File: src/rtl/barometric_pressure_compensation_top_assert.svh
// ----------------------------------------------------------------------------
// Assertion macros
// Concurrent checks clocked on clock and disabled while reset is high.
// ----------------------------------------------------------------------------
`ifndef BAROMETRIC_PRESSURE_COMPENSATION_TOP_ASSERT_SVH
`define BAROMETRIC_PRESSURE_COMPENSATION_TOP_ASSERT_SVH
`ifndef SYNTHESIS
`define BPC_ASSERT(lbl, prop, msg) \
   lbl: assert property (@(posedge clock) disable iff (reset) prop) else $error(msg);
`define BPC_NEVER(lbl, cond, msg) `BPC_ASSERT(lbl, !(cond), msg)
`else
`define BPC_ASSERT(lbl, prop, msg)
`define BPC_NEVER(lbl, cond, msg)
`endif
`endif

File: src/rtl/bpc_pkg.sv
// ----------------------------------------------------------------------------
// bpc_pkg
// Shared widths, register map and word types of the pressure compensation.
// ----------------------------------------------------------------------------
`default_nettype none

package bpc_pkg;

   localparam int RAW_W      = 24;
   localparam int Q_W        = 24;
   localparam int DIV_STEPS  = 25;
   localparam int DIV_HI_W   = 23;
   localparam int WIDE_W     = 48;
   localparam int MUL_SPLIT  = 24;
   localparam int TEMP_W     = 21;
   localparam int PRES_W     = 32;
   localparam int CSR_ADDR_W = 6;
   localparam int CSR_DATA_W = 64;
   localparam int QUEUE_DEPTH = 2;
   localparam int QUEUE_PTR_W = 1;
   localparam int QUEUE_CNT_W = 2;
   localparam int TEMP_READY_BIT = 5;
   localparam int PRES_READY_BIT = 4;

   localparam logic [RAW_W-1:0] SCALE_RESET = 24'd7864320;

   typedef enum logic [2:0] {
      REG_C0_C1      = 3'd0,
      REG_C00_C10    = 3'd1,
      REG_C01_C11    = 3'd2,
      REG_C20_C21    = 3'd3,
      REG_C30        = 3'd4,
      REG_TEMP_SCALE = 3'd5,
      REG_PRES_SCALE = 3'd6
   } reg_index_type;

   typedef struct packed {
      logic [11:0] c0;
      logic [11:0] c1;
      logic [19:0] c00;
      logic [19:0] c10;
      logic [15:0] c01;
      logic [15:0] c11;
      logic [15:0] c20;
      logic [15:0] c21;
      logic [15:0] c30;
   } calib_type;

   typedef struct packed {
      logic [Q_W-1:0] psc;
      logic [Q_W-1:0] tsc;
   } work_type;

   typedef struct packed {
      logic empty;
      logic full;
   } queue_status_type;

endpackage

`default_nettype wire

File: src/rtl/bpc_fifo.sv
// ----------------------------------------------------------------------------
// bpc_fifo
// Two-word queue between the scaling front and the polynomial back.
// ----------------------------------------------------------------------------
`default_nettype none
`include "barometric_pressure_compensation_top_assert.svh"

module bpc_fifo (
   input  wire logic                 clock,
   input  wire logic                 reset,
   input  wire logic                 push,
   input  wire bpc_pkg::work_type    push_word,
   input  wire logic                 pop,
   output bpc_pkg::work_type         pop_word,
   output bpc_pkg::queue_status_type status
);

   bpc_pkg::work_type                mem_ff [0:bpc_pkg::QUEUE_DEPTH-1];
   logic [bpc_pkg::QUEUE_PTR_W-1:0]  wr_ptr_ff;
   logic [bpc_pkg::QUEUE_PTR_W-1:0]  rd_ptr_ff;
   logic [bpc_pkg::QUEUE_CNT_W-1:0]  cnt_ff;
   logic [bpc_pkg::QUEUE_CNT_W-1:0]  cnt_in;
   logic                             do_push;
   logic                             do_pop;

   always_comb begin
      status.empty = (cnt_ff == '0);
      status.full  = (cnt_ff == bpc_pkg::QUEUE_CNT_W'(bpc_pkg::QUEUE_DEPTH));
      do_push      = push && (!status.full || pop);
      do_pop       = pop && !status.empty;
      cnt_in       = cnt_ff + bpc_pkg::QUEUE_CNT_W'(do_push) - bpc_pkg::QUEUE_CNT_W'(do_pop);
      pop_word     = mem_ff[rd_ptr_ff];
   end

   always_ff @(posedge clock) begin
      if (do_push) begin
         mem_ff[wr_ptr_ff] <= push_word;
      end
      if (reset) begin
         wr_ptr_ff <= '0;
         rd_ptr_ff <= '0;
         cnt_ff    <= '0;
      end else begin
         if (do_push) begin
            wr_ptr_ff <= wr_ptr_ff + 1'b1;
         end
         if (do_pop) begin
            rd_ptr_ff <= rd_ptr_ff + 1'b1;
         end
         cnt_ff <= cnt_in;
      end
   end

   `BPC_NEVER(a_no_overflow, push && status.full && !pop, "word pushed into full queue")
   `BPC_ASSERT(a_push_lands, (push && !pop) |=> !status.empty, "pushed word not held")
   `BPC_ASSERT(a_pop_frees, (pop && !push && (cnt_ff == 1)) |=> status.empty, "last pop left data")

endmodule

`default_nettype wire

File: config.mk
export PLATFORM = sky130hd
export DESIGN_NAME = bpc_fifo
export DESIGN_NICKNAME = d
export VERILOG_FILES = /design/src/rtl/bpc_pkg.sv /design/src/rtl/bpc_fifo.sv
export VERILOG_INCLUDE_DIRS = /design/src /design/src/rtl
export SDC_FILE = /design/constraint.sdc
export NUM_CORES = 1
export LEC_CHECK = 0
export BUFFER_PORTS_ARGS = -buffer_cell sky130_fd_sc_hd__buf_2
export CORE_MARGIN = 3
export CORE_UTILIZATION = 52
export CTS_CLUSTER_SIZE = 25
export DETAILED_ROUTE_END_ITERATION = 12
export PLACE_DENSITY = 0.79
export REMOVE_ABC_BUFFERS = 1
export SLEW_MARGIN = 20
export SYNTH_ARGS = -nofsm -noshare
export SYNTH_HDL_FRONTEND = slang
export SYNTH_SLANG_ARGS = --single-unit
File: constraint.sdc
create_clock -name clock -period 3.7 [get_ports clock]
set_clock_uncertainty 0.2 [all_clocks]
set_input_delay 0.37 -clock clock [delete_from_list [all_inputs] [get_ports clock]]
set_output_delay 0.37 -clock clock [all_outputs]
set_load 0.01 [all_outputs]
==> impl_metrics.sql, run 1 <==
INSERT INTO impl_metrics (metric_group, metric, value, unit) VALUES
('timing', 'finalSetupViolations', '0', ''),
('layout', 'most_common_cell_after_layout_fill_and_taps_aside', 'buf_2', ''),
('routing', 'vias', '2032', ''),
('routing', 'viasPerCell', '4.69', ''),
('setup_path', 'path_max_fanout', '25', ''),
('layout', 'antennaDiodeCount', '0', ''),
('clocking', 'cts_tree', 'yes', ''),
('routing', 'drt_iter0_markers', '96', ''),
('setup_path', 'critPathArrivalTime', '2.05', 'ns'),
('global_route', 'grt_start_max_net_pins', '26', ''),
('timing', 'fin_crit_sh', '0.708', ''),
('setup_path', 'start_kind', 'register', ''),
('floorplanning', 'core.rowCount', '30', ''),
('layout', 'mostFrequentLayoutCells', 'buf_2 (101), edfxtp_1 (96), dlygate4sd3_1 (43)', ''),
('setup_path', 'timing.critical_path.cells', 'buf_4, mux2_2, buf_2', ''),
('layout', 'ff_latch_area', '2980', 'sq um'),
('timing', 'final.min_clock_period', '2.62', 'ns'),
('power_and_ir_drop', 'max-vdd-ir-drop', '375', 'uV'),
('layout', 'fillcell_total', '439', ''),
('routing', 'first_pass_iteration_count_of_the_detailed_router', '2', ''),
('floorplanning', 'starting_density_of_the_core', '0.545', ''),
('routing', 'top_metal_layer_carrying_routed_signals', 'met4', ''),
('routing', 'met2RoutedLength', '3420', 'microns'),
('clocking', 'cts.sinks', '101', ''),
('timing', 'maxSlewHeadroom', '0.528', ''),
('floorplanning', 'core_area', '6940', 'sq um'),
('logic_synthesis', 'syn_area', '3790', 'sq um'),
('floorplanning', 'die-width', '91.3', 'microns'),
('setup_path', 'cp-end-kind', 'output pin', ''),
('global_route', 'grt_antenna_before_repair', '0', ''),
('clocking', 'clock_root_buffer_master', 'clkbuf_8', ''),
('timing', 'worst_margin_slew', '0.708', 'ns'),
('run', 'maxCapViolations', '0', ''),
('timing', 'fmaxAchievable', '382', 'MHz'),
('logic_synthesis', 'synth_warnings', '0', ''),
('layout', 'final_layout_size_suffix_gt1_frac', '0.513', ''),
('routing', 'drt_drc_violations_left', '0', ''),
('timing', 'totalNegativeSetupSlack', '0', 'ns'),
('routing', 'avgRoutedWirePerCell', '15.5', 'microns'),
('clocking', 'clock_tree.buffer_depth', '2', ''),
('power_and_ir_drop', 'power.combinational.fraction', '0.273', ''),
('global_route', 'grt_usage', '0.168', ''),
('clocking', 'cts_inserted_buffers', '9', ''),
('power_and_ir_drop', 'static_power_due_to_leakage', '1.97', 'nW'),
('logic_synthesis', 'main_combinational_cell_family_by_area_after_synthesis', 'multiplexers', ''),
('placement', 'place_congestion', '0.676', ''),
('logic_synthesis', 'synth_sequential_area_ratio', '0.788', ''),
('power_and_ir_drop', 'power_frac_clock', '0.222', ''),
('routing', 'routedLengthMet1', '2840', 'microns'),
('logic_synthesis', 'synth.mux.area_fraction', '0.166', ''),
('floorplanning', 'dieHeight', '91.3', 'microns'),
('logic_synthesis', 'syn-mean-instance-area', '21.5', 'sq um'),
('routing', 'detail_route.wirelength', '6730', 'microns'),
('logic_synthesis', 'synth_xor_xnor_area_share', '0.00463', ''),
('placement', 'portBuffers', '101', ''),
('logic_synthesis', 'synth_fa_ha_area_frac', '0.00661', ''),
('power_and_ir_drop', 'power_switching', '0.808', 'mW'),
('status', 'run_status', 'finished clean', ''),
('power_and_ir_drop', 'sequentialPowerShare', '0.504', ''),
('routing', 'drtAntennaViolNets', '0', ''),
('layout', 'areaGrowthSynthToFinish', '33.4', '%'),
('global_route', 'grt_remaining_overflow', '0', ''),
('timing', 'timing.final.max_slew_violations', '0', ''),
('layout', 'final_cell_area', '5050', 'sq um'),
('power_and_ir_drop', 'cellInternalPower', '2.16', 'mW'),
('logic_synthesis', 'synth_compound_area_frac', '0.00628', ''),
('logic_synthesis', 'synth_seq_cells', '101', ''),
('hold_path', 'hold_class', 'input pin to register', ''),
('logic_synthesis', 'synth_cells', '176', ''),
('power_and_ir_drop', 'sw_frac_of_total', '0.272', ''),
('setup_path', 'critical-path-max-stage-delay', '0.79', 'ns');
## flip-flops by register name, indices dropped and copies added (netlist names), named ones only
| register | count |
|---|---|
| mem_ff | 96 |
| rd_ptr_ff | 1 |
| cnt_ff | 2 |
| wr_ptr_ff | 1 |
## cell usage after synthesis
master     n  area (sq um)
inv_1      3          11.3
dfxtp_1    5           100
nor2b_1    1          6.26
buf_2      2          10.0
o21ai_4    1          16.3
xnor2_1    1          8.76
mux2_2    28           315
nand2b_2   1          8.76
nor2_1     8          30.0
o21a_1     1          7.51
mux2_1     1          11.3
and2_1     1          6.26
nor3_1     1          5.00
xor2_1     1          8.76
buf_6      3          33.8
mux2_4    20           300
ha_1       2          25.0
edfxtp_1  96          2880
## kinds of logic after synthesis
kind of cell,after synthesis
AOI/OAI and AO/OA,2
adders and majority gates,2
and+or+nand+nor,12
buffers and inverters,8
DFF,101
xor gates and xnor gates,2
muxes,49
## worst max-delay path: cells and delay by family (launching register included)
| family | cells | cell delay [ns] |
|---|---|---|
| buffers and inverters | 2 | 0.53 |
| DFF | 1 | 0.79 |
| muxes | 1 | 0.37 |
## layout make-up
| class | instances | area share |
|---|---|---|
| clock buffers | 10 | 0.0253 |
| clock inverters | 6 | 0.0124 |
| inverters | 3 | 0.00223 |
| multi-input cells | 67 | 0.151 |
| flip-flops and latches | 101 | 0.591 |
| well taps | 96 | 0.0238 |
| repair buffers | 150 | 0.194 |
## power by group through the flow
stage	Sequential, mW	Combinational, mW	Clock (mW)
after CTS	1.50	0.818	0.678
final	1.50	0.811	0.659
after global placement	1.51	0.767	0
after floorplan	1.54	0.480	0
after detailed placement	1.52	0.779	0
after global routing	1.51	0.875	0.729
## metal layers
metal  vias to the layer above  GRT usage
met5                         -          0
met3                         5     0.0414
met2                        73      0.277
met4                         0     0.0678
met1                       963      0.214
li1                        991          -
## final timing paths
| check | start | to | slack [ns] | cells after the start |
|---|---|---|---|---|
| setup / recovery | register | pop_word[38] | 1.08 | 3 |
| hold / removal | push_word[41] | mem_ff[1][41]$_DFFE_PP_ | 0.02 | 1 |
| setup reg to reg | cnt_ff[0]$_SDFF_PP0_ | cnt_ff[1]$_SDFF_PP0_ | 1.74 | 8 |
| hold reg to reg | rd_ptr_ff$_SDFFE_PP0P_ | rd_ptr_ff$_SDFFE_PP0P_ | 0.34 | 2 |
## stage by stage
stage,utilization,setup WS (ns),hold WS (ns),power [mW],std cells
floorplan,-,0.460,0.242,2.02,171
global placement,0.638,1.49,0.298,2.28,374
detailed placement,0.638,1.45,0.328,2.30,374
CTS,0.723,1.04,0.00168,2.99,430
global route,0.727,0.965,0.00226,3.12,433
finish,0.727,1.08,0.0156,2.97,433
Note: power is estimated with default switching activity, not from simulation.
==> run 2, diff against run 1 <==
- clock period: 3.7 -> 2.5 ns (I/O delays scaled with it)
==> run 2 against run 1 <==
Against the previous run: final cell count is 1.4% higher; first-iteration DRC count up 18%; critical path type unchanged; worst hold slack improved by 0.095 ns; total power increased by 45%; via count rose by 4.1%; sequential share of layout area fell by 0.41 points; combinational power is 58% higher.
==> impl_metrics.sql, run 2 (synthesis gave the netlist of run 1 again) <==
INSERT INTO impl_metrics (metric_group, metric, value, unit) VALUES
('status', 'run_status', 'finished clean', ''),
('setup_path', 'slack_of_the_worst_reg_to_reg_path', '0.53', 'ns'),
('timing', 'grt_setup_unrepaired', 'no', ''),
('floorplanning', 'core.rowCount', '30', ''),
('floorplanning', 'core_area', '6940', 'sq um'),
('setup_path', 'start_kind', 'register', ''),
('clocking', 'clock_root_buffer_master', 'clkbuf_8', ''),
('clocking', 'cts.sinks', '101', ''),
('clocking', 'clock_tree.buffer_depth', '2', ''),
('routing', 'wl_met3', '415', 'microns'),
('placement', 'placed_cell_area', '4430', 'sq um'),
('timing', 'finalSetupViolations', '0', ''),
('hold_path', 'timing.hold.worst_endpoint', 'wr_ptr_ff$_SDFFE_PP0P_', ''),
('layout', 'areaGrowthSynthToFinish', '34.3', '%'),
('routing', 'drtAntennaViolNets', '0', ''),
('timing', 'timing.final.max_slew_violations', '0', ''),
('global_route', 'via_count_of_the_first_global_routing_pass', '2299', ''),
('routing', 'drt_iter0_markers', '113', ''),
('power_and_ir_drop', 'sw_frac_of_total', '0.280', ''),
('power_and_ir_drop', 'cellInternalPower', '3.10', 'mW'),
('placement', 'portBuffers', '101', ''),
('timing', 'final.min_clock_period', '2.02', 'ns'),
('power_and_ir_drop', 'sequentialPowerShare', '0.498', ''),
('layout', 'final_layout_size_suffix_gt1_frac', '0.507', ''),
('clocking', 'cts.clk_slew.worst_paths', '0.08', 'ns'),
('routing', 'drt_drc_violations_left', '0', ''),
('floorplanning', 'dieHeight', '91.3', 'microns'),
('global_route', 'grt_usage', '0.179', ''),
('setup_path', 'worstRegToRegCells', '8', ''),
('setup_path', 'critPathArrivalTime', '1.57', 'ns'),
('layout', 'reg_with_most_ffs', 'mem_ff', ''),
('layout', 'design.final.nets', '392', ''),
('power_and_ir_drop', 'power.combinational.fraction', '0.298', ''),
('floorplanning', 'design.die.area', '8340', 'sq um'),
('hold_path', 'hold_start', 'push', ''),
('timing', 'worst_margin_slew', '0.383', 'ns'),
('power_and_ir_drop', 'power_switching', '1.21', 'mW'),
('clocking', 'htree_num_levels', '3', ''),
('setup_path', 'worstReg2RegEnd', 'cnt_ff[1]$_SDFF_PP0_', ''),
('placement', 'place_congestion', '0.664', ''),
('power_and_ir_drop', 'static_power_due_to_leakage', '1.98', 'nW'),
('power_and_ir_drop', 'power_frac_clock', '0.204', ''),
('timing', 'totalNegativeSetupSlack', '0', 'ns'),
('routing', 'avgRoutedWirePerCell', '15.9', 'microns'),
('global_route', 'grt_start_max_net_pins', '26', ''),
('setup_path', 'timing.critical_path.cells', 'buf_4, mux2_2, buf_2', ''),
('layout', 'mostFrequentLayoutCells', 'buf_2 (101), edfxtp_1 (96), dlygate4sd3_1 (49)', ''),
('routing', 'routedLengthMet1', '3040', 'microns'),
('clocking', 'cts_tree', 'yes', ''),
('layout', 'most_common_cell_after_layout_fill_and_taps_aside', 'buf_2', ''),
('clocking', 'clkLatencyLatePin', '0.34', 'ns'),
('clocking', 'post-cts-setup-buffers', '0', ''),
('placement', 'numPlacedInstances', '374', ''),
('setup_path', 'critical-path-max-stage-delay', '0.41', 'ns'),
('setup_path', 'cp-end-kind', 'output pin', ''),
('routing', 'first_pass_iteration_count_of_the_detailed_router', '4', ''),
('setup_path', 'path_max_fanout', '25', ''),
('routing', 'vias', '2116', ''),
('hold_path', 'hold_class', 'input pin to register', ''),
('timing', 'maxSlewHeadroom', '0.745', ''),
('setup_path', 'timing.critical_path.required', '2.05', 'ns'),
('clocking', 'cts_inserted_buffers', '9', ''),
('floorplanning', 'starting_density_of_the_core', '0.545', ''),
('routing', 'viasPerCell', '4.82', ''),
('timing', 'fin_hold_ws', '0.110', 'ns'),
('global_route', 'grt_remaining_overflow', '0', ''),
('floorplanning', 'pin_count', '102', ''),
('global_route', 'grt_antenna_before_repair', '0', ''),
('layout', 'fin_cells', '439', ''),
('power_and_ir_drop', 'power-per-cell-area', '847', 'nW/um^2'),
('setup_path', 'criticalPathCategory', 'register to output pin', ''),
('routing', 'met2RoutedLength', '3460', 'microns'),
('timing', 'hold_violation_total_from_the_final_report', '0', ''),
('hold_path', 'min_path_cells', '3', ''),
('placement', 'dp_hpwl', '4240', 'microns'),
('layout', 'largest_register_ffs', '96', ''),
('power_and_ir_drop', 'max-vdd-ir-drop', '458', 'uV'),
('timing', 'fin_crit_sh', '0.809', ''),
('floorplanning', 'die-width', '91.3', 'microns'),
('clocking', 'cts-resized-gates', '0', ''),
('layout', 'final_cell_area', '5090', 'sq um'),
('setup_path', 'r2r-start', 'cnt_ff[0]$_SDFF_PP0_', ''),
('routing', 'detail_route.wirelength', '6970', 'microns'),
('layout', 'fillcell_total', '449', ''),
('setup_path', 'worst_path_max_delay_cell', 'mux2_2', ''),
('run', 'maxCapViolations', '0', ''),
('timing', 'fmaxAchievable', '494', 'MHz'),
('layout', 'antennaDiodeCount', '0', ''),
('routing', 'top_metal_layer_carrying_routed_signals', 'met4', ''),
('global_route', 'wire_length_of_the_first_global_routing_pass', '11500', 'microns'),
('layout', 'top_regs', 'mem_ff x96, cnt_ff x2', '');
## run 2: how the worst max path moves through the flow
stage	from	end	depth (start not counted)
CTS	register	pop_word[36]	3
detailed placement	cnt_ff[0]$_SDFF_PP0_	cnt_ff[1]$_SDFF_PP0_	8
finish	register	pop_word[7]	3
floorplan	cnt_ff[0]$_SDFF_PP0_	mem_ff[0][0]$_DFFE_PP_	3
global placement	cnt_ff[0]$_SDFF_PP0_	cnt_ff[1]$_SDFF_PP0_	8
global route	cnt_ff[0]$_SDFF_PP0_	cnt_ff[1]$_SDFF_PP0_	8
## run 2: layout make-up
cell class | count | area, sq um | area share
Sequential cell | 101 | 2980 | 0.587
Timing Repair Buffer | 156 | 1040 | 0.205
Multi-Input combinational cell | 67 | 764 | 0.150
Clock buffer | 10 | 128 | 0.0251
Tap cell | 96 | 120 | 0.0236
Clock inverter | 6 | 37.5 | 0.00738
Inverter | 3 | 11.3 | 0.00221
## run 2: through the flow
step                      power (mW)   util  setup slack, ns
after global placement          3.38  0.638            0.657
after floorplan                 2.98      -           -0.740
after CTS                       4.35  0.732            0.468
after global routing            4.55  0.732            0.377
final                           4.31  0.732            0.477
after detailed placement        3.42  0.638            0.525
## run 2: metal layers
layer,up-vias,GRT usage
li1,1003,-
met1,1033,0.233
met2,75,0.295
met3,5,0.0580
met4,0,0.0377
met5,-,0
## run 2: critical path, delay by kind of cell (launching register included)
| family | cells | cell delay (ns) |
|---|---|---|
| mux | 1 | 0.41 |
| flops | 1 | 0.33 |
| buf+inv | 2 | 0.49 |
## run 2: power groups by stage
stage | sequential (mW) | combinational (mW) | clock, mW
after floorplan | 2.27 | 0.710 | 0
after global placement | 2.17 | 1.21 | 0
after detailed placement | 2.19 | 1.23 | 0
after CTS | 2.15 | 1.30 | 0.907
after global routing | 2.17 | 1.40 | 0.980
final | 2.15 | 1.28 | 0.877
## run 2: repair_timing
action                     CTS  global route
setup endpoints to repair    0             0
hold endpoints to repair   100             0
hold buffers                49             0
